File: src/rtl/dasr_pkg.sv
`timescale 1ns / 1ps
`default_nettype none

package dasr_pkg;

  // field widths fixed by the readout format
  localparam int SAMPLE_W    = 16;
  localparam int GAIN_W      = 17;
  localparam int FRAC_W      = 16;
  localparam int COUNT_CFG_W = 5;
  localparam int TAKEN_W     = 5;
  localparam int CFG_IDX_W   = 3;
  localparam int CFG_DATA_W  = 17;
  localparam int DIGIT_W     = 4;
  localparam int BCD_DIGITS  = 5;
  localparam int MAG_W       = 15;

  // largest count the sample_count register can hold
  localparam int CFG_COUNT_MAX = (1 << COUNT_CFG_W) - 1;

  // default sizing
  localparam int DEF_CHANNELS    = 2;
  localparam int DEF_MAX_AVERAGE = 16;

  // saturation level of the scaled magnitude
  localparam logic [MAG_W-1:0] MAG_LIMIT = 15'd32767;

  // register reset values
  localparam logic [COUNT_CFG_W-1:0] SAMPLE_COUNT_RST  = 5'd10;
  localparam logic [GAIN_W-1:0]      VOLT_GAIN_CH0_RST = 17'd70513;
  localparam logic [GAIN_W-1:0]      CURR_GAIN_CH0_RST = 17'd5132;
  localparam logic [GAIN_W-1:0]      VOLT_GAIN_CH1_RST = 17'd70073;
  localparam logic [GAIN_W-1:0]      CURR_GAIN_CH1_RST = 17'd5122;

  // register map
  typedef enum logic [CFG_IDX_W-1:0] {
    REG_SAMPLE_COUNT  = 3'd0,
    REG_VOLT_GAIN_CH0 = 3'd1,
    REG_CURR_GAIN_CH0 = 3'd2,
    REG_VOLT_GAIN_CH1 = 3'd3,
    REG_CURR_GAIN_CH1 = 3'd4
  } cfg_reg_t;

  // one sample request
  typedef struct packed {
    logic signed [SAMPLE_W-1:0] sample;
    logic                       channel;
    logic                       is_current;
  } in_item_t;

  // one reading
  typedef struct packed {
    logic               out_channel;
    logic               current_mode;
    logic               negative;
    logic [DIGIT_W-1:0] digit_ten_thousands;
    logic [DIGIT_W-1:0] digit_thousands;
    logic [DIGIT_W-1:0] digit_hundreds;
    logic [DIGIT_W-1:0] digit_tens;
    logic [DIGIT_W-1:0] digit_ones;
    logic               over_range;
  } out_item_t;

  typedef logic [BCD_DIGITS-1:0][DIGIT_W-1:0] bcd_t;

endpackage

`default_nettype wire

File: src/rtl/dasr_bcd.sv
`timescale 1ns / 1ps
`default_nettype none

module dasr_bcd (
  input  wire logic                         clk,
  input  wire logic                         rst_n,
  input  wire logic                         start,
  input  wire logic [dasr_pkg::MAG_W-1:0]   bin,
  output logic                              done,
  output dasr_pkg::bcd_t                    digits
);

  import dasr_pkg::*;

  localparam int CW = $clog2(MAG_W + 1);
  localparam logic [DIGIT_W-1:0] ADJ_MIN = 4'd5;
  localparam logic [DIGIT_W-1:0] ADJ_ADD = 4'd3;

  logic [MAG_W-1:0] bin_r;
  bcd_t             bcd_r;
  bcd_t             adj;
  logic [CW-1:0]    cnt_r;
  logic             busy_r;
  logic             done_r;

  // add three to every digit of five or more before the shift
  always_comb begin
    for (int k = 0; k < BCD_DIGITS; k++) begin
      adj[k] = (bcd_r[k] >= ADJ_MIN) ? bcd_r[k] + ADJ_ADD : bcd_r[k];
    end
  end

  // control
  always_ff @(posedge clk) begin
    if (!rst_n) begin
      busy_r <= 1'b0;
      done_r <= 1'b0;
      cnt_r  <= '0;
    end else begin
      done_r <= 1'b0;
      if (start) begin
        busy_r <= 1'b1;
        cnt_r  <= CW'(MAG_W);
      end else if (busy_r) begin
        cnt_r <= cnt_r - CW'(1);
        if (cnt_r == CW'(1)) begin
          busy_r <= 1'b0;
          done_r <= 1'b1;
        end
      end
    end
  end

  // one binary bit into the digit shift register per cycle
  always_ff @(posedge clk) begin
    if (start) begin
      bin_r <= bin;
      bcd_r <= '0;
    end else if (busy_r) begin
      {bcd_r, bin_r} <= {adj, bin_r} << 1;
    end
  end

  assign done   = done_r;
  assign digits = bcd_r;

endmodule

`default_nettype wire

File: config.mk
export PLATFORM = sky130hd
export DESIGN_NAME = dasr_bcd
export DESIGN_NICKNAME = d
export VERILOG_FILES = /design/src/rtl/dasr_pkg.sv /design/src/rtl/dasr_bcd.sv
export SDC_FILE = /design/constraint.sdc
export NUM_CORES = 1
export LEC_CHECK = 0
export ABC_AREA = 1
export BUFFER_PORTS_ARGS = -buffer_cell sky130_fd_sc_hd__buf_2
export CAP_MARGIN = 20
export CORE_UTILIZATION = 40
export DETAILED_ROUTE_END_ITERATION = 12
export PLACE_DENSITY = 0.65
export SKIP_CTS_REPAIR_TIMING = 1
export SLEW_MARGIN = 20
export SYNTH_ARGS = -nofsm -noshare
export SYNTH_HDL_FRONTEND = slang
export SYNTH_SLANG_ARGS = --single-unit
File: constraint.sdc
create_clock -name clk -period 2.6 [get_ports clk]
set_input_delay 0.65 -clock clk [delete_from_list [all_inputs] [get_ports clk]]
set_output_delay 0.65 -clock clk [all_outputs]
set_load 0.02 [all_outputs]
Yosys cells after proc, flatten, opt, wreduce, memory -nomap -nowiden:

Cells that the tools add are included.

* register bits: 41
* input bits: 18
* output and inout bits: 21

* $add $sub $neg: 6
* magnitude comparators: 5
* equal/unequal tests: 1
* multiplexer cells: 13
* bitwise gates (word level): 2
* reduce and logical (&&, ||, !) cells: 2

Operators with widths (number)
* 15-bit two-way mux: 2
* 4-bit two-way mux: 6
* 4-bit by 3-bit >= comparator with 1-bit output, second input constant: 5
* 4-bit by 2-bit adder with 4-bit output, second input constant: 4
* 4-bit by 1-bit == test with 1-bit output, second input constant: 1
* 1-bit two-way mux: 4
* 4-bit by 1-bit subtractor with 4-bit output, second input constant: 1
* 3-bit by 2-bit adder with 3-bit output, second input constant: 1
* 3-bit two-way mux: 1
* 3-bit OR reduction: 1
* 1-bit inverter: 2
* 2-bit nonzero test: 1

Logic depth before layout (Yosys ltp):

* depth after elaboration: 4
* depth in mapped cells: 9
* depth with buffers taken out: 9

Worst setup path before layout:

No wires, ideal clock.

* path kind: input port to flip-flop
* from: input start
* to: register bin_r[0] (enable)
* setup time: 0.365 ns
* arrival: 1.223 ns
* path slack: 1.012 ns
* cell stages on the path: 3
* buffers on the path: 1
* cell sequence: buf_4 > nor2_1 > inv_1

* cells in the longest elaborated chain, start to end: 1

RTL lines
* start: declaration: line dasr_bcd.sv:7 `input wire logic start,`
* 2-bit nonzero test (no source line)
* end signal: assignment: line dasr_bcd.sv:57 `bin_r <= bin;`
* end signal: assignment: line dasr_bcd.sv:60 `{bcd_r, bin_r} <= {adj, bin_r} << 1;`
* end: declaration: line dasr_bcd.sv:19 `logic [MAG_W-1:0] bin_r;`

Every way passes these cells.
A chain may end at the register's enable or synchronous reset.

Final worst setup path:

* from: input start
* to: register cnt_r[0]

* cells in the longest elaborated chain, start to end: 1
* elaborated cells between the ends (all ways): 2
* those cells by class: 1 x mux; 1 x reduce/logical

RTL lines
* 4-bit two-way mux / 2-bit nonzero test (equally long branches)
* end signal: assignment: line dasr_bcd.sv:43 `cnt_r <= CW'(MAG_W);`
* end signal: assignment: line dasr_bcd.sv:45 `cnt_r <= cnt_r - CW'(1);`
* end: declaration: line dasr_bcd.sv:22 `logic [CW-1:0] cnt_r;`

Several ways; a longest one is shown, not always the timed one.

==> metrics <==
GP Congestion=0.7837; max-cap viol count=0; nature of the critical path startpoint=input pin; later-pin clock latency in the skew report=0.29 ns; Std-Cell Rows=25; WP data arrival=1.89 ns; Worst Path Required=2.78 ns; CTS sink count=41; drt pass-1 iters=4; Die W=73.65 microns; worst rel slew slack=50.77%; Finish-stage setup viols=0; I/O Buffers=38; CTS Buffer Depth=2; Boundary Pins=39; wire per inst=10.15 microns; setup ws final=0.8928 ns; global-route wire length before repair=6403 microns; post-route setup TNS=0 ns; outcome=finished clean; commonest non-fill, non-tap cell in the layout=nand2_1; Mapped Area=2053 sq um; H-tree levels=2; Total Wirelength=3825 microns; critical-path maximum fanout=26; dpl hpwl=2707 microns; Worst setup EP type=register; Mapped Nets=299; root buf cell=clkbuf_8; via count=1772; final hold violations=0; CTS tree=built; fin crit period=1.707 ns; YS warnings=0; gr busiest metal=met2; layout cell share with drive strength beyond 1=15.48%; vias in the first global route=1557; largest net degree at the start of global routing=27; antenna-violating nets left=0; Synth Register Bits=41; total gr overflow=0; Layout Nets=339; die height=73.65 microns; Post-Place Worst Slack=0.5664 ns; count of pins over their slew limit=0; Die ar.=5424 sq um; pwr dens=530.4 nW/um^2; Antenna Cells=0; Initial DRC Count=116; Layout area overhead=15.84%; met1 Track Usage GR=19.16%; Mapped Cells=269; Layout Skew=0.006128 ns; met3 Use GR=3.978%; # DRC=0; CORE AREA=4817 sq um; RSZ-0062 raised after global routing=false; crit path kind=in2reg; initial core utilization=42.62%; commonest cells after routing, fill and taps aside=103 x nand2_1, 38 x buf_2, 33 x inv_1; LEAKAGE=1.268 nW; maximum vdd drop=0.3633 mV; sequential area share after synthesis=47.29%; Clk pin slew, worst setup/hold paths=0.08 ns; Hold/Removal Path Class=reg2reg; initial antenna violation count=0; achievable clock frequency=0.5857 GHz; Syn Area/Cell=7.633 sq um; GRT Util Overall=15.37%; Slew @ Worst Pin=0.7376 ns; Final period util=65.66%; CTS buffer count=5; vias per inst=4.700; post-synth cell types=20; filler instances=509; met2 GRT Util=25.28%
## routing by layer
metal  vias to the layer above  share of wire [%]
met5                         -                  0
met4                         0                1.1
met3                         6                4.6
met2                        53                 44
met1                       769                 51
li1                        944                  -
## where the power goes
part / internal, mW / total [mW] / switching, mW / leakage [nW]
logic: 0.0511 / 0.144 / 0.0925 / 0.862
registers: 0.709 / 0.728 / 0.0185 / 0.366
clock network: 0.187 / 0.390 / 0.203 / 0.0399
total: 0.947 / 1.26 / 0.314 / 1.27
## state kept, by name, indices dropped and copies added (netlist names)
signal	count
digits	20
busy_r	1
done	1
cnt_r	4
bin_r	15
## worst paths after layout
check                                from         to  slack (ns)  cells past startpoint
worst max-delay path                start   cnt_r[0]        0.89                      5
worst min register to register  bin_r[14]  digits[0]        0.46                      2
worst max register to register  digits[0]  digits[2]        1.26                      8
worst min-delay path            bin_r[14]  digits[0]        0.46                      2
## cell families after synthesis
kind of cell / after synthesis / synth area share (%)
AND/OR/NAND/NOR: 148 / 30.29
buffers and inverters: 41 / 8.348
flip-flops: 41 / 47.29
AO/OA/AOI/OAI: 27 / 6.764
adder cells (fa/ha/maj): 12 / 7.312
## cell type report
class | instances | area, sq um | share of cell area [%]
clock buffer | 7 | 76.32 | 3.209
clock inverter | 1 | 3.754 | 0.1578
inverter | 34 | 127.6 | 5.366
multi-input combinational | 187 | 910.9 | 38.30
sequential | 41 | 970.9 | 40.82
tap | 67 | 83.83 | 3.524
timing repair buffer | 40 | 205.2 | 8.627
## cell usage after synthesis, drive strengths merged
library cell | instances | area, sq um
a21oi | 5 | 25.02
o21ai | 20 | 100.1
nor4 | 1 | 6.260
nand3 | 30 | 150.1
inv | 34 | 127.6
dfxtp | 26 | 520.5
nand4 | 3 | 18.77
buf | 7 | 43.79
ha | 12 | 150.1
a31oi | 1 | 6.260
nand2 | 103 | 386.6
edfxtp | 15 | 450.4
nor2 | 11 | 60.06
a211oi | 1 | 7.510
## stage by stage
step           instance area (sq um)  util, %  hold WS, ns  std cells  total power [mW]
2_1_floorplan                   2053        -       0.4215        269            0.8421
3_3_place_gp                    2298    47.71       0.4527        369            0.8840
3_5_place_dp                    2298    47.71       0.4497        369            0.8878
4_1_cts                         2379    49.38       0.4699        377             1.278
5_1_grt                         2379    49.38       0.5020        377             1.325
6_report                        2379    49.38       0.4572        377             1.262
## critical path, stage by stage
cell and delay [ns]:
buf_2 0.23, inv_1 0.60, o21ai_0 0.17, o21ai_0 0.18
inv_1 0.05
Note: power is estimated with default switching activity, not from simulation.
