===== config.mk =====
export PLATFORM = sky130hd
export DESIGN_NAME = dasr_mul
export DESIGN_NICKNAME = d
export VERILOG_FILES = /design/src/rtl/dasr_pkg.sv /design/src/rtl/dasr_mul.sv
export SDC_FILE = /design/constraint.sdc
export NUM_CORES = 1
export LEC_CHECK = 0
export BUFFER_PORTS_ARGS = -buffer_cell sky130_fd_sc_hd__buf_4
export CAP_MARGIN = 20
export CORE_ASPECT_RATIO = 0.7
export CORE_UTILIZATION = 40
export DETAILED_ROUTE_END_ITERATION = 8
export PLACE_DENSITY = 0.7
export SYNTH_ARGS = -nofsm -noshare
export SYNTH_HDL_FRONTEND = slang
export SYNTH_SLANG_ARGS = --single-unit

===== constraint.sdc =====
create_clock -name clk -period 3.11 [get_ports clk]
set_clock_uncertainty 0.2 [all_clocks]
set_input_delay 0.311 -clock clk [delete_from_list [all_inputs] [get_ports clk]]
set_output_delay 0.311 -clock clk [all_outputs]
set_load 0.02 [all_outputs]

===== src/rtl/dasr_pkg.sv =====
`timescale 1ns / 1ps
`default_nettype none

package dasr_pkg;

  // field widths fixed by the readout format
  localparam int SAMPLE_W    = 16;
  localparam int GAIN_W      = 17;
  localparam int FRAC_W      = 16;
  localparam int COUNT_CFG_W = 5;
  localparam int TAKEN_W     = 5;
  localparam int CFG_IDX_W   = 3;
  localparam int CFG_DATA_W  = 17;
  localparam int DIGIT_W     = 4;
  localparam int BCD_DIGITS  = 5;
  localparam int MAG_W       = 15;

  // largest count the sample_count register can hold
  localparam int CFG_COUNT_MAX = (1 << COUNT_CFG_W) - 1;

  // default sizing
  localparam int DEF_CHANNELS    = 2;
  localparam int DEF_MAX_AVERAGE = 16;

  // saturation level of the scaled magnitude
  localparam logic [MAG_W-1:0] MAG_LIMIT = 15'd32767;

  // register reset values
  localparam logic [COUNT_CFG_W-1:0] SAMPLE_COUNT_RST  = 5'd10;
  localparam logic [GAIN_W-1:0]      VOLT_GAIN_CH0_RST = 17'd70513;
  localparam logic [GAIN_W-1:0]      CURR_GAIN_CH0_RST = 17'd5132;
  localparam logic [GAIN_W-1:0]      VOLT_GAIN_CH1_RST = 17'd70073;
  localparam logic [GAIN_W-1:0]      CURR_GAIN_CH1_RST = 17'd5122;

  // register map
  typedef enum logic [CFG_IDX_W-1:0] {
    REG_SAMPLE_COUNT  = 3'd0,
    REG_VOLT_GAIN_CH0 = 3'd1,
    REG_CURR_GAIN_CH0 = 3'd2,
    REG_VOLT_GAIN_CH1 = 3'd3,
    REG_CURR_GAIN_CH1 = 3'd4
  } cfg_reg_t;

  // one sample request
  typedef struct packed {
    logic signed [SAMPLE_W-1:0] sample;
    logic                       channel;
    logic                       is_current;
  } in_item_t;

  // one reading
  typedef struct packed {
    logic               out_channel;
    logic               current_mode;
    logic               negative;
    logic [DIGIT_W-1:0] digit_ten_thousands;
    logic [DIGIT_W-1:0] digit_thousands;
    logic [DIGIT_W-1:0] digit_hundreds;
    logic [DIGIT_W-1:0] digit_tens;
    logic [DIGIT_W-1:0] digit_ones;
    logic               over_range;
  } out_item_t;

  typedef logic [BCD_DIGITS-1:0][DIGIT_W-1:0] bcd_t;

endpackage

`default_nettype wire


===== src/rtl/dasr_mul.sv =====
`timescale 1ns / 1ps
`default_nettype none

module dasr_mul #(
  parameter int A_W = 20,
  parameter int B_W = dasr_pkg::GAIN_W
) (
  input  wire logic             clk,
  input  wire logic             rst_n,
  input  wire logic             start,
  input  wire logic [A_W-1:0]   a,
  input  wire logic [B_W-1:0]   b,
  output logic                  done,
  output logic [A_W+B_W-1:0]    prod
);

  localparam int CW = $clog2(B_W + 1);

  logic [A_W-1:0] a_r;
  logic [A_W-1:0] hi_r;
  logic [B_W-1:0] lo_r;
  logic [CW-1:0]  cnt_r;
  logic           busy_r;
  logic           done_r;
  logic [A_W:0]   part_sum;

  // add the multiplicand when the low multiplier bit is set
  assign part_sum = {1'b0, hi_r} + (lo_r[0] ? {1'b0, a_r} : '0);

  // control
  always_ff @(posedge clk) begin
    if (!rst_n) begin
      busy_r <= 1'b0;
      done_r <= 1'b0;
      cnt_r  <= '0;
    end else begin
      done_r <= 1'b0;
      if (start) begin
        busy_r <= 1'b1;
        cnt_r  <= CW'(B_W);
      end else if (busy_r) begin
        cnt_r <= cnt_r - CW'(1);
        if (cnt_r == CW'(1)) begin
          busy_r <= 1'b0;
          done_r <= 1'b1;
        end
      end
    end
  end

  // shift-add datapath, one multiplier bit per cycle
  always_ff @(posedge clk) begin
    if (start) begin
      a_r  <= a;
      hi_r <= '0;
      lo_r <= b;
    end else if (busy_r) begin
      {hi_r, lo_r} <= {part_sum, lo_r[B_W-1:1]};
    end
  end

  assign done = done_r;
  assign prod = {hi_r, lo_r};

endmodule

`default_nettype wire


* Word level (Yosys, flattened, before mapping)
Index checks and enable logic that the tools add are counted.
** Word-level totals
- Register bits :: 64
- Output and inout port bits :: 38
- Word-level logic and storage cells :: 24
** Operators by class
- $add $sub $neg :: 2
- Equality and inequality tests :: 1
- Muxes and demuxes :: 9
- Bitwise operators :: 2
- Reductions and logical operators :: 3
** Operator list (number)
- 17-bit two-way mux :: 2
- 20-bit by 20-bit adder with 21-bit output :: 1
- 20-bit two-way mux :: 1
- 5-bit two-way mux :: 2
- 5-bit by 1-bit == test with 1-bit output, second input constant :: 1
- 5-bit by 1-bit subtractor with 5-bit output, second input constant :: 1
- 1-bit two-way mux :: 4
- 3-bit OR reduction :: 1
- 1-bit inverter :: 2
- 2-bit nonzero test :: 1
- 2-bit OR reduction :: 1

* Longest topological paths before layout
- Depth after elaboration :: 4
- Mapped depth :: 10
- Gate-level depth less buffers :: 9

* Worst setup path after synthesis
No wires, ideal clock.
- Kind :: reg2reg
- Start :: register lo_r[0]
- End :: register hi_r[19]
- Library setup time :: 0.125 ns
- Arrival time :: 2.656 ns
- Required time :: 2.785 ns
- Slack :: 0.129 ns
- Cell stages (with the launch flop) :: 11
- Path buffers :: 1
- Period minus slack after synthesis :: 2.981 ns
- Cell sequence :: edfxtp_1 > clkbuf_1 > and2_1 > ha_1 > fa_1 > a21o_1 > a221oi_2 > o21a_4 > o311a_4 > nor2_1 > o41a_1
** Between the ends
- Longest elaborated chain between the ends :: 2
** RTL lines
- start, declared :: RTL line dasr_mul.sv:21 : logic [B_W-1:0] lo_r;
- start signal, assigned :: RTL line dasr_mul.sv:58 : {hi_r, lo_r} <= {part_sum, lo_r[B_W-1:1]};
- 20-bit two-way mux :: RTL line dasr_mul.sv:28 : assign part_sum = {1'b0, hi_r} + (lo_r[0] ? {1'b0, a_r} : '0);
- 20-bit by 20-bit adder with 21-bit output :: RTL line dasr_mul.sv:28
- end signal, assigned :: RTL line dasr_mul.sv:58
- end, declared :: RTL line dasr_mul.sv:20 : logic [A_W-1:0] hi_r;
No other way between the ends.
A chain may end at the register's enable or synchronous reset.

* Worst setup path in the final report
Ends and elaborated chain as after synthesis.

==> key figures <==
Logic synthesis
  • Ys async rst share: 0%
  • Post-synth net total: about 370
  • Largest family of logic cells by synthesized area: compound AO/OA/AOI/OAI gates
  • Seq/Total Area, Yosys: roughly half
  • Mux cell area share after synthesis: under 10%
  • Top_reg_cell synth: edfxtp_1
  • Yosys warnings: 0
  • Synth Area in XOR/XNOR: under 10%
  • Post-Syn Instances: 310
  • Synth Register Bits: between 60 and 70
  • Post-synth cell types: 52
  • Mapped Area: 3430 um2
  • Avg Cell Area, Syn: about 11 um2
  • EDFF count, synth: 37
  • Simple-gate share of the synthesized area: 13.6%
  • Synth Area in Adders: between 8 and 9%
  • Compound-gate portion of the synthesized area: approximately 14%

Timing
  • Worst-margin pin slew: 0.552 ns
  • Final worst slack: around 0.13 ns
  • Slew Limit Headroom: 63.0%
  • Setup-failing EPs final: 0
  • Fin Setup TNS: 0 ns
  • Fin crit period: a little under 3 ns
  • FMAX: approximately 340 MHz
  • Fin. Hold Viols: 0
  • RSZ-0062 raised after global routing: no
  • Slew Limit Fails: 0
  • Fin crit share: about 96%

Floorplan
  • Core area: 8070 um2
  • FP Rows: 27
  • Die area: slightly below 9000 um2
  • Num ports: just under 80
  • Die Y: approximately 79 um
  • Die width: 113 um
  • Initial core utilization: 42.4%

Placement
  • Pre-CTS WS: 0.116 ns
  • Routability congestion estimate: approximately 0.9
  • IO Port Bufs: between 70 and 80
  • Dpl cells: around 480
  • Hpwl dp: roughly 5.6 mm

Drt
  • Via density: 5.26
  • Vias: approximately 2700
  • Average wire per standard cell: between 15 and 20 um
  • Number of routed nets with antenna violations: 0
  • DR pass1 iterations: 4
  • # DRC: 0
  • Drt total wl: ~8 mm
  • Initial drt markers: around 190

Pwr
  • Static Leak: 2.00 nW
  • Maximum vdd drop: ~0.00032 V
  • Power per cell area: 581 nW/um2

Critical path
  • Arrival time of the worst setup path: about 3.0 ns
  • RR Startpoint: lo_r[0]$_DFFE_PP_
  • CP endpoint kind: flip-flop
  • Worst Path Max Fanout: 6
  • Req. time, crit path: about 3.1 ns
  • Critical path class: flip-flop to flip-flop
  • Reg2reg path depth: 9
  • Crit start category: flip-flop
  • Reg2reg end: hi_r[19]$_SDFFE_PP0P_
  • R2r setup slk: between 0.1 and 0.15 ns

Clocking
  • Clock sink count: 64
  • CTS tree: done
  • Clock Latency Late Sink: between 0.3 and 0.4 ns
  • CTS Buffer Depth: 2
  • CTS Buf Count: 9
  • H-tree depth: 3
  • Root Driver: clkbuf_16
  • Reg clk slew, reported paths: around 0.050 ns

Global route
  • Largest net degree at the start of global routing: 29
  • GRT Util Overall: 18.8%
  • First-pass GRT wire length: around 13 mm
  • Initial antenna violation count: 0
  • Total gr overflow: 0
  • Vias in the first global route: approximately 2600

Worst hold path
  • Hold Path Stages: 2
  • Hold crit path type: primary input to flip-flop
  • Hold Path End: cnt_r[4]$_SDFFE_PN0P_
  • Hold Crit Start: rst_n

Finish
  • N_diodes: 0
  • Fin nets: ~480
  • Number of fill cells in the layout: 684
  • Most common cell after layout, fill and taps aside: buf_4
  • Commonest non-fill, non-tap cells in the layout: buf_4, edfxtp_1, dfxtp_1
  • Layout cells sized above 1: a little under a third
  • Post-route non-filler standard cell count: 522
  • Area Growth Syn to Fin: 36.5%

Status
  • Outcome: complete, no violations

Flow run
  • Max cap viols: 0
-- through the flow --
step           util [%]  area, um2  hold slack (ns)  total power, W
6_report           57.9       4680           0.0159         0.00272
5_1_grt            57.9       4680           0.0144         0.00284
4_1_cts            57.7       4660          0.00103         0.00274
3_5_place_dp       51.0       4120            0.289         0.00155
3_3_place_gp       51.0       4120            0.274         0.00154
2_1_floorplan         -       3430            0.210         0.00136
-- per-layer routing --
metal	track usage, %	vias up	wire [um]
met1	24.9	1280	3920
met5	0	-	0
met2	28.2	97	3410
li1	-	1359	-
met4	6.80	0	109
met3	6.99	11	563
-- synth_stat cells, drive strengths merged (4+ instances only) --
| library cell | number | area [um2] |
|---|---|---|
| a21o | 5 | 38.8 |
| a21oi | 16 | 80.1 |
| and2 | 21 | 131 |
| and3 | 4 | 31.3 |
| buf | 6 | 57.6 |
| clkbuf | 8 | 31.3 |
| dfxtp | 27 | 541 |
| edfxtp | 37 | 1110 |
| ha | 22 | 275 |
| inv | 6 | 22.5 |
| mux2 | 17 | 191 |
| mux2i | 6 | 60.1 |
| nand2 | 24 | 90.1 |
| nand3 | 11 | 55.1 |
| nor2 | 17 | 63.8 |
| nor3 | 4 | 20.0 |
| o21a | 4 | 37.5 |
| o21ai | 17 | 85.1 |
| xnor2 | 9 | 78.8 |
| xor2 | 9 | 78.8 |
-- final cells by class --
cell class	count	area (um2)	share of cell area [%]
Inverter	6	22.5	0.482
Multi-Input combinational cell	226	1670	35.7
Tap cell	101	126	2.70
Clock inverter	3	90.1	1.93
Sequential cell	64	1650	35.3
Timing Repair Buffer	109	866	18.5
Clock buffer	13	250	5.35
-- worst max-delay path: stages (launching register included) --
cell	delay [ns]
edfxtp_1	0.48
and2_1	0.20
ha_1	0.21
fa_1	0.42
a21o_1	0.24
a221oi_2	0.34
o21a_4	0.19
o311a_4	0.20
nor2_1	0.05
o41a_1	0.35
-- worst max path at each step --
| stage | start | to | slack (ns) | cells past startpoint |
|---|---|---|---|---|
| 2_1_floorplan | lo_r[0]$_DFFE_PP_ | hi_r[19]$_SDFFE_PP0P_ | 0.13 | 10 |
| 3_3_place_gp | lo_r[0]$_DFFE_PP_ | hi_r[19]$_SDFFE_PP0P_ | 0.18 | 9 |
| 3_5_place_dp | lo_r[0]$_DFFE_PP_ | hi_r[19]$_SDFFE_PP0P_ | 0.12 | 9 |
| 4_1_cts | lo_r[0]$_DFFE_PP_ | hi_r[19]$_SDFFE_PP0P_ | 0.1 | 9 |
| 5_1_grt | lo_r[0]$_DFFE_PP_ | hi_r[19]$_SDFFE_PP0P_ | 0.02 | 9 |
| 6_report | lo_r[0]$_DFFE_PP_ | hi_r[19]$_SDFFE_PP0P_ | 0.13 | 9 |
-- power by group --
| group | total, W | internal, W | switching, W |
|---|---|---|---|
| Clock | 0.00116 | 0.000805 | 0.000351 |
| Sequential | 0.00103 | 0.000981 | 0.0000466 |
| Combinational | 0.000532 | 0.000254 | 0.000278 |
-- kinds of logic (layout without fill, tap and decap cells) --
family          count (synthesis)  after routing
simple gates                   92             92
flops                          64             64
fa+ha+maj                      23             23
buf+inv                        20            131
mux                            23             23
compound gates                 70             70
xor+xnor                       18             18
-- timing repair --
item                       in CTS  in global routing
setup buffers                   0                  2
hold buffers                   20                  0
hold endpoints to repair       20                  0
resized for setup               0                  1
setup endpoints to repair       0                  3
-- flip-flops by register name, summed over array words and instances (netlist names) --
signal	cells
a_r	20
busy_r	1
cnt_r	5
done	1
hi_r	20
lo_r	17
Note: power is estimated with default switching activity, not from simulation.
