### src/rtl/dasr_div.sv
`timescale 1ns / 1ps
`default_nettype none

module dasr_div #(
  parameter int N_W = 21,
  parameter int D_W = 5
) (
  input  wire logic           clk,
  input  wire logic           rst_n,
  input  wire logic           start,
  input  wire logic [N_W-1:0] dividend,
  input  wire logic [D_W-1:0] divisor,
  output logic                done,
  output logic [N_W-1:0]      quotient
);

  localparam int CW = $clog2(N_W + 1);

  logic [D_W-1:0] d_r;
  logic [D_W-1:0] rem_r;
  logic [N_W-1:0] quo_r;
  logic [CW-1:0]  cnt_r;
  logic           busy_r;
  logic           done_r;
  logic [D_W:0]   trial;
  logic [D_W:0]   diff;
  logic           fits;

  // restoring step: bring in the next dividend bit and try a subtract
  assign trial = {rem_r, quo_r[N_W-1]};
  assign diff  = trial - {1'b0, d_r};
  assign fits  = (trial >= {1'b0, d_r});

  // control
  always_ff @(posedge clk) begin
    if (!rst_n) begin
      busy_r <= 1'b0;
      done_r <= 1'b0;
      cnt_r  <= '0;
    end else begin
      done_r <= 1'b0;
      if (start) begin
        busy_r <= 1'b1;
        cnt_r  <= CW'(N_W);
      end else if (busy_r) begin
        cnt_r <= cnt_r - CW'(1);
        if (cnt_r == CW'(1)) begin
          busy_r <= 1'b0;
          done_r <= 1'b1;
        end
      end
    end
  end

  // quotient bits shift in where dividend bits shift out
  always_ff @(posedge clk) begin
    if (start) begin
      d_r   <= divisor;
      rem_r <= '0;
      quo_r <= dividend;
    end else if (busy_r) begin
      rem_r <= fits ? diff[D_W-1:0] : trial[D_W-1:0];
      quo_r <= {quo_r[N_W-2:0], fits};
    end
  end

  assign done     = done_r;
  assign quotient = quo_r;

endmodule

`default_nettype wire

### config.mk
export PLATFORM = sky130hd
export DESIGN_NAME = dasr_div
export DESIGN_NICKNAME = d
export VERILOG_FILES = /design/src/rtl/dasr_div.sv
export SDC_FILE = /design/constraint.sdc
export NUM_CORES = 1
export LEC_CHECK = 0
export BUFFER_PORTS_ARGS = -buffer_cell sky130_fd_sc_hd__buf_2
export CORE_MARGIN = 10
export CORE_UTILIZATION = 35
export CTS_CLUSTER_SIZE = 30
export DETAILED_ROUTE_END_ITERATION = 12
export PLACE_DENSITY_LB_ADDON = 0.3
export RECOVER_POWER = 25
export SLEW_MARGIN = 20
export SYNTH_ARGS = -nofsm -noshare
export SYNTH_HDL_FRONTEND = slang
export SYNTH_SLANG_ARGS = --single-unit
### constraint.sdc
create_clock -name clk -period 5.9 [get_ports clk]
set_input_delay 1.18 -clock clk [delete_from_list [all_inputs] [get_ports clk]]
set_output_delay 1.18 -clock clk [all_outputs]
set_load 0.01 [all_outputs]
# After elaboration in Yosys (flattened, before gate mapping)
# Cells that the tools add are included.
[word_totals]
inputBits = 29
out_inout_bits = 22
wordCells = 25
reg_bits = 38
[op_classes]
magnitude_cmp = 1
n_reduce_logical = 3
addsub = 2
bitwise = 2
n_mux = 9
n_eq_ne = 1
[ops]
columns = ["operator", "n"]
rows = [
  ["2-to-1 mux 21 bit", 2],
  ["2-to-1 mux 5 bit", 3],
  ["greater-or-equal comparator 6 x 5 -> 1 bit", 1],
  ["== test 5 x 1 -> 1 bit, second input constant", 1],
  ["subtractor 5 x 1 -> 5 bit, second input constant", 1],
  ["subtractor 5 bit", 1],
  ["2-to-1 mux 1 bit", 4],
  ["OR reduction 3 bit", 1],
  ["inverter 1 bit", 2],
  ["nonzero test 2 bit", 1],
  ["OR reduction 2 bit", 1],
]

# Longest topological paths before layout
# Gate-level depths: netlist of the first run.
[logic_depth]
word_depth = 4
mapped_depth = 8

# Least setup slack after synthesis of the first run
# Ideal clock, no wire load.
[synth_timing]
path_kind = "in2reg"
start = "in start"
end = "reg quo_r[0] (netlist: quotient[0]) (enable)"
stages = 4
n_path_buf = 2
setup_time_ns = 0.402
path_slack_ns = 3.450
t_arrival_ns = 2.047
cell_sequence = "buf_2 inv_1 clkbuf_1 nand2_1"
[synth_between]
elab_chain_len = 1
[synth_lines]
columns = ["item", "line_no", "source"]
rows = [
  ["from (decl)", "10", "input wire logic start,"],
  ["nonzero test 2 bit (no source line)", "--", ""],
  ["to (signal assigned)", "60", "quo_r <= dividend;"],
  ["to (signal assigned)", "63", "quo_r <= {quo_r[N_W-2:0], fits};"],
  ["to (decl)", "21", "logic [N_W-1:0] quo_r;"],
]
# No other way between the ends.
# A chain may end at the register's enable or synchronous reset.

# Worst setup path after layout of the first run
[layout_timing]
start = "in start"
end = "reg quo_r[20] (netlist: quotient[20]) (enable)"
# Same word-level chain as after synthesis.

==> results.md, run 1 <==
* DP Area at 0.002096 mm²
* TNS Setup at 0 ns
* # hold bufs at CTS at 0
* Asr flop ratio synth at 0%
* Final clock period utilization by the worst path at 62.24%
* Pwr dens at 286.5 mW/mm²
* Synth Area per Inst at 12.91 µm²
* VDD IR max at 0.0001658 V
* GRT Total Usage at 9.472%
* Vias in the first global route at 1375
* Clock Latency Late Sink at 0.29 ns
* Die H at 91.35 µm
* Worst slew pin tran at 1.613 ns
* Num CTS Buffers at 5
* Antenna Cells at 0
* Design area at 0.002167 mm²
* Top FF cell, synth: edfxtp_1
* Largest net degree at the start of global routing at 32
* R2R setup slack at 3.61 ns
* FF-to-FF Start: quotient[20]$_DFFE_PP_
* Sequential power share at 53.5%
* Post-synth EDFFs at 26
* I/O pins at 51
* Psw at 0.1713 mW
* H-Tree Level Count at 2
* Initial antenna violation count at 0
* Status: finished, violations left
* Pleak at 0.8904 nW
* Core area at 0.004817 mm²
* 1st-pass router iterations at 4
* Final nets at 227
* Hold endpoint: cnt_r[1]$_SDFFE_PP0P_
* Drt total wl at 3.899 mm
* PortBufs at 50
* Cell variety after synth at 36
* Seq/Total Area, Yosys at 57.30%
* Worst hold path class: register to register
* Internal power at 0.4496 mW
* Min-delay src: cnt_r[1]$_SDFFE_PP0P_
* Final Critical Period at 3.672 ns
* Syn Inst Count at 138
* Fmax at 272.3 MHz
* Average vias per placed instance at 4.822
* Final ANT Viol Nets at 0
* Final Util at 44.99%
* CP Capture Type: register
* Combinational fraction of design power at 18.3%
* Clock Pin Slew Worst Setup and Hold Paths at 0.08 ns
* Switching Share at 27.59%
* Die area at 0.008345 mm²
* Final setup fails at 0
* Area Overhead vs Synth at 21.63%
* Clock Power Share at 28.3%
* R2r endpoint: rem_r[2]$_SDFFE_PP0P_
* Max-slew violation count at 32
* Num rows at 25
* RSZ-0062 raised after global routing: no
* RePlAce Congestion at 0.7825
* Post-Syn Nets at 175
* Root Driver: clkbuf_8
* DR vias at 1244
* Hold Violations, Final at 0
* Max-Cap Viols at 1
* Post-synthesis register bit count at 38
* Resized Gates After CTS at 0
* Final Skew at 0.004732 ns
* DRC violations left at 0
* Critical path class: primary input to register
* Synthesized area at 0.001782 mm²
* Total clock sinks at 38
* First-pass GRT wire length at 6.541 mm
* Hold-critical path depth at 2
* Clk buf depth at 2
* Drt wl/cell at 15.11 µm
* Yosys Warn Count at 0
* CP arrival at 3.59 ns
* Initial drt markers at 71
* CTS tree: done
* Total power at 0.6209 mW
* Final worst slack at 2.228 ns
* Failing checks: capacitance limit, slew limit
* Layout cells sized above 1 at 36.13%
* Worst path required time at 5.82 ns
* Chip width at 91.35 µm
* Detailed placement HPWL at 2.905 mm
* Worst reg2reg path depth at 8
* GRT overflow at 0
* Crit-path max FO at 31
* Setup WS pre-CTS at 2.702 ns
* Type of origin of the critical path: primary input
* Starting density of the core at 36.99%
* Post-CTS Setup Inserts at 0
* Relative slew slack at -7.548%
cells in the mapped netlist, drive strengths merged (2+ instances only):
master  instances  share of area (%)
dfxtp          12                 13
and3            2               0.70
nor2            6                1.3
a21oi           6                1.7
nor2b           2               0.70
nand3           2               0.56
mux2           20                 13
xnor2           5                2.5
ha              7                4.9
buf             3               0.70
a21boi          3                1.3
a311oi          2               0.98
edfxtp         26                 44
clkbuf          2               0.42
nor3            2               0.56
inv            10                2.1
a211oi          3                1.3
nand2           7                1.5
a211o           3                1.5
worst max-delay path, stage by stage:
cell	delay, ns
clkbuf_1	1.14
inv_1	0.47
nand2_1	0.79
kinds of logic after synthesis:
kind of cell	synth area share [%]
DFF	57.30
and+or+nand+nor	7.655
AOI/OAI and AO/OA	10.18
muxes	12.64
buffers and inverters	3.231
adders and majority gates	6.039
xor gates and xnor gates	2.949
power groups by stage:
stage	Sequential [mW]	Combinational (mW)	Clock, mW
final	0.332	0.113	0.176
after global placement	0.338	0.115	0
after global routing	0.336	0.126	0.193
after detailed placement	0.338	0.115	0
after floorplan	0.341	0.0677	0
after CTS	0.332	0.116	0.179
sequential cells by signal (all words and copies together), names as in the netlist:
name / flops
d_r: 5
busy_r: 1
quotient: 21
cnt_r: 5
done: 1
rem_r: 5
area by class of cell:
type / instances / area (µm²)
well taps: 67 / 83.83
multi-input cells: 85 / 703.2
flip-flops and latches: 38 / 1021
inverters: 10 / 37.54
clock buffers: 5 / 68.82
clock inverters: 3 / 16.27
fillers: 477 / 2650
repair buffers: 50 / 236.5
per-stage QoR:
stage	instances	hold WS [ns]
after floorplan	138	0.4684
after global placement	250	0.4890
after detailed placement	250	0.4899
after CTS	258	0.5018
after global routing	258	0.5503
final	258	0.5021
cell usage in the layout, fill, tap and decap left out, drive strengths merged, types with 2 or more instances in the layout:
cell type,netlist,final
dfxtp,12,12
inv,10,10
nand3,2,2
ha,7,7
clkinv,0,2
mux2,20,20
nor2,6,6
buf,3,39
and3,2,2
nor2b,2,2
nand2,7,7
a21oi,6,6
a311oi,2,2
a211o,3,3
nor3,2,2
a211oi,3,3
edfxtp,26,26
a21boi,3,3
xnor2,5,5
clkbuf,2,16
per-layer routing:
layer  up-vias  GRT usage [%]  share of wire (%)  routed length (µm)
li1        622              -                  -                   -
met1       581          11.71                 50                1945
met2        37          14.50                 44                1698
met3         4          4.033                5.8                 226
met4         0          3.133               0.74                  29
met5         -              0                  0                   0
how the worst max path moves through the flow:
| stage | depth (start not counted) | slack, ns | from | end |
|---|---|---|---|---|
| 3_5_place_dp | 3 | 2.70 | start | quotient[12]$_DFFE_PP_ |
| 2_1_floorplan | 4 | 3.45 | start | quotient[0]$_DFFE_PP_ |
| 6_report | 3 | 2.23 | start | quotient[20]$_DFFE_PP_ |
| 3_3_place_gp | 3 | 2.73 | start | quotient[1]$_DFFE_PP_ |
| 5_1_grt | 3 | 1.94 | start | quotient[20]$_DFFE_PP_ |
| 4_1_cts | 3 | 3.01 | start | quotient[1]$_DFFE_PP_ |
Power figures use the tool's default switching activity.
==> run 2, diff against run 1 <==
--- a/config.mk
+++ b/config.mk
@@ -5,6 +5,7 @@
 export SDC_FILE = /design/constraint.sdc
 export NUM_CORES = 1
 export LEC_CHECK = 0
+export ABC_AREA = 1
 export BUFFER_PORTS_ARGS = -buffer_cell sky130_fd_sc_hd__buf_2
 export CORE_MARGIN = 10
 export CORE_UTILIZATION = 35
==> constraint.sdc (replaced) <==
create_clock -name clk -period 3.1 [get_ports clk]
set_input_delay 0.62 -clock clk [delete_from_list [all_inputs] [get_ports clk]]
set_output_delay 0.62 -clock clk [all_outputs]
set_load 0.01 [all_outputs]
==> run 2 against run 1 <==
The flow now finishes without violations. Global-route usage increased by 0.33 points. Synthesized cell count grew 50%. First-iteration DRC count is 9.9% higher. Final area rose by 3.1%. Worst setup slack worse by 0.90 ns. Largest power group unchanged.
==> results.md, run 2 <==
* TNS Setup at 0 ns (unchanged)
* Resized Gates After CTS at 0 (unchanged)
* Yosys Warn Count at 0 (unchanged)
* GRT overflow at 0 (unchanged)
* Crit-path max FO at 30 (was 31)
* Synth area leader: edfxtp_1 (unchanged)
* Final nets at 296 (was 227)
* Relative slew slack at 55.89% (was -7.548%)
* VDD IR max at 0.0001799 V (was 0.0001658 V)
* Pwr dens at 530.5 mW/mm² (was 286.5 mW/mm²)
* Initial antenna violation count at 0 (unchanged)
* Root Driver: clkbuf_8 (unchanged)
* XOR/XNOR share of the synthesized area at 0.4730% (was 2.949%)
* First-pass GRT wire length at 6.775 mm (was 6.541 mm)
* CP arrival at 1.71 ns (was 3.59 ns)
* CTS tree: done (unchanged)
* Starting density of the core at 36.26% (was 36.99%)
* Asr flop ratio synth at 0% (unchanged)
* Synth Area per Inst at 8.946 µm² (was 12.91 µm²)
* Max-Cap Viols at 0 (was 1)
* # hold bufs at CTS at 0 (unchanged)
* Drt wl/cell at 12.38 µm (was 15.11 µm)
* Post-synthesis register bit count at 38 (unchanged)
* # fillers at 530 (was 477)
* Critical path's slowest cell: buf_2 (was clkbuf_1)
* Post-synth EDFFs at 26 (unchanged)
* Fmax at 562.8 MHz
* Slowest cell delay on critical path at 0.52 ns (was 1.14 ns)
* Commonest non-fill, non-tap cell in the layout: nand2_1 (was buf_2)
* Clock Latency Late Sink at 0.29 ns (about the same)
* Area Overhead vs Synth at 20.61% (was 21.63%)
* Mux cell area share after synthesis at 0% (was 12.64%)
* Type of origin of the critical path: primary input (unchanged)
* Worst hold path class: register to register (unchanged)
* Synthesized area at 0.001852 mm² (was 0.001782 mm²)
* GRT Total Usage at 9.799% (was 9.472%)
* Drt total wl at 4.085 mm (was 3.899 mm)
* Post-synthesis compound-gate area fraction at 3.851% (was 10.18%)
* CP Capture Type: register (unchanged)
* H-Tree Level Count at 2 (unchanged)
* I/O pins at 51 (unchanged)
* Status: complete, no violations (was finished, violations left)
* Final Critical Period at 1.777 ns
* Register area at 0.001021 mm² (unchanged)
* Largest family of logic cells by synthesized area: simple AND/OR/NAND/NOR gates (was multiplexers)
* Count leader, synth: nand2_1 (was edfxtp_1)
* Largest register FFs at 21 (unchanged)
* Max-slew violation count at 0 (was 32)
* Num CTS Buffers at 5 (unchanged)
* Clk buf depth at 2 (unchanged)
* Antenna Cells at 0 (unchanged)
* Critical path, cell by cell: buf_2, nor2_2, inv_2 (was clkbuf_1, inv_1, nand2_1)
* Top post-synthesis cells by count: 88 x nand2_1, 26 x edfxtp_1, 21 x inv_1 (was 26 x edfxtp_1, 20 x mux2_2, 12 x dfxtp_1)
* Synth Area in Simple Gates at 28.31% (was 7.654%)
* Post-CTS Setup Inserts at 0 (unchanged)
* Top FF cell, synth: edfxtp_1 (unchanged)
* Adder-Cell Fraction of Synth Area at 5.811% (was 6.039%)
* Multi-input gate area at 711.9 µm² (was 703.2 µm²)
* Critical path class: primary input to register (unchanged)
* DR vias at 1471 (was 1244)
* Final Skew at 0.004300 ns (was 0.004732 ns)
* Detailed placement HPWL at 3.023 mm (was 2.905 mm)
* Pleak at 1.092 nW (was 0.8904 nW)
* Chip width at 92.74 µm (was 91.35 µm)
* Layout cells sized above 1 at 21.92% (was 36.13%)
* Clock Pin Slew Worst Setup and Hold Paths at 0.07 ns (was 0.08 ns)
* Largest net degree at the start of global routing at 31 (was 32)
* Commonest cells after routing, fill and taps aside: 88 x nand2_1, 40 x buf_2, 26 x edfxtp_1 (was 39 x buf_2, 26 x edfxtp_1, 20 x mux2_2)
* Final ANT Viol Nets at 0 (unchanged)
* PortBufs at 50 (unchanged)
* Cell variety after synth at 29 (was 36)
* RePlAce Congestion at 0.7979 (was 0.7825)
* Syn Inst Count at 207 (was 138)
* Hold Violations, Final at 0 (unchanged)
* Total power at 1.185 mW (was 0.6209 mW)
* Total clock sinks at 38 (unchanged)
* Core area at 0.005107 mm² (was 0.004817 mm²)
* Post-Syn Nets at 244 (was 175)
* Vias in the first global route at 1469 (was 1375)
* 1st-pass router iterations at 4 (unchanged)
* Seq/Total Area, Yosys at 55.14% (was 57.30%)
* Worst slew pin tran at 0.6616 ns (was 1.613 ns)
* Final setup fails at 0 (unchanged)
* DRC violations left at 0 (unchanged)
* Die area at 0.008600 mm² (was 0.008345 mm²)
* Num rows at 26 (was 25)
* Average vias per placed instance at 4.458 (was 4.822)
* Largest cells by area after synthesis: edfxtp_1 42%, nand2_1 18%, dfxtp_1 13%, ha_1 4.7%, inv_1 4.3% (was edfxtp_1 44%, dfxtp_1 13%, mux2_2 13%, ha_1 4.9%, xnor2_1 2.5%)
* RSZ-0062 raised after global routing: no (unchanged)
* Yosys top cell area share at 42.16% (was 43.82%)
* Die H at 92.74 µm (was 91.35 µm)
* Initial drt markers at 78 (was 71)
* Final clock period utilization by the worst path at 57.31%
* Worst path required time at 3.04 ns (was 5.82 ns)
[run 2: cell type report]
class | count | area share [%]
Clock inverter | 3 | 0.7283
Timing Repair Buffer | 50 | 10.64
Clock buffer | 5 | 3.081
Tap cell | 70 | 3.922
Sequential cell | 38 | 45.71
Inverter | 24 | 4.034
Multi-Input combinational cell | 140 | 31.88
[run 2: stage by stage]
| step | hold WS (ns) | std cells | instance area, µm² | util (%) | setup WS (ns) |
|---|---|---|---|---|---|
| 4_1_cts | 0.4642 | 330 | 2246 | 43.97 | 1.306 |
| 3_5_place_dp | 0.4549 | 322 | 2161 | 42.31 | 1.000 |
| 5_1_grt | 0.4903 | 330 | 2233 | 43.73 | 1.196 |
| 3_3_place_gp | 0.4694 | 322 | 2161 | 42.31 | 1.046 |
| 2_1_floorplan | 0.4272 | 207 | 1852 | - | 1.413 |
| 6_report | 0.4575 | 330 | 2233 | 43.73 | 1.323 |
[run 2: where the power goes]
part           switching [mW]  total (mW)  internal, mW  leakage [nW]
Combinational           0.138       0.225        0.0873         0.688
Sequential             0.0282       0.626         0.598         0.362
Clock                   0.179       0.333         0.154        0.0416
[run 2: metal layers]
metal | share of wire, % | wire (µm) | global-route usage (%)
met2 | 49 | 2006 | 16.59
met1 | 42 | 1733 | 10.50
met4 | 2.0 | 83 | 4.627
met3 | 6.4 | 262 | 3.874
met5 | 0 | 0 | 0
[run 2: critical path, delay by kind of cell]
family                 cells  cell delay (ns)
buffers and inverters      2             0.92
AND/OR/NAND/NOR            1             0.17
[run 2: path summary, 6_finish.rpt]
path / start / to / slack [ns] / depth (start not counted)
hold / removal: rem_r[4]$_SDFFE_PP0P_ / rem_r[4]$_SDFFE_PP0P_ / 0.46 / 2
setup reg to reg: quotient[20]$_DFFE_PP_ / quotient[0]$_DFFE_PP_ / 1.36 / 8
setup / recovery: start / quotient[19]$_DFFE_PP_ / 1.32 / 3
hold reg to reg: rem_r[4]$_SDFFE_PP0P_ / rem_r[4]$_SDFFE_PP0P_ / 0.46 / 2
[run 2: cells by family (layout without fill, tap and decap cells)]
logic type      Yosys count  in the layout
simple gates            119            119
flops                    38             38
buf+inv                  29             82
compound gates           12             12
fa+ha+maj                 8              8
xor+xnor                  1              1
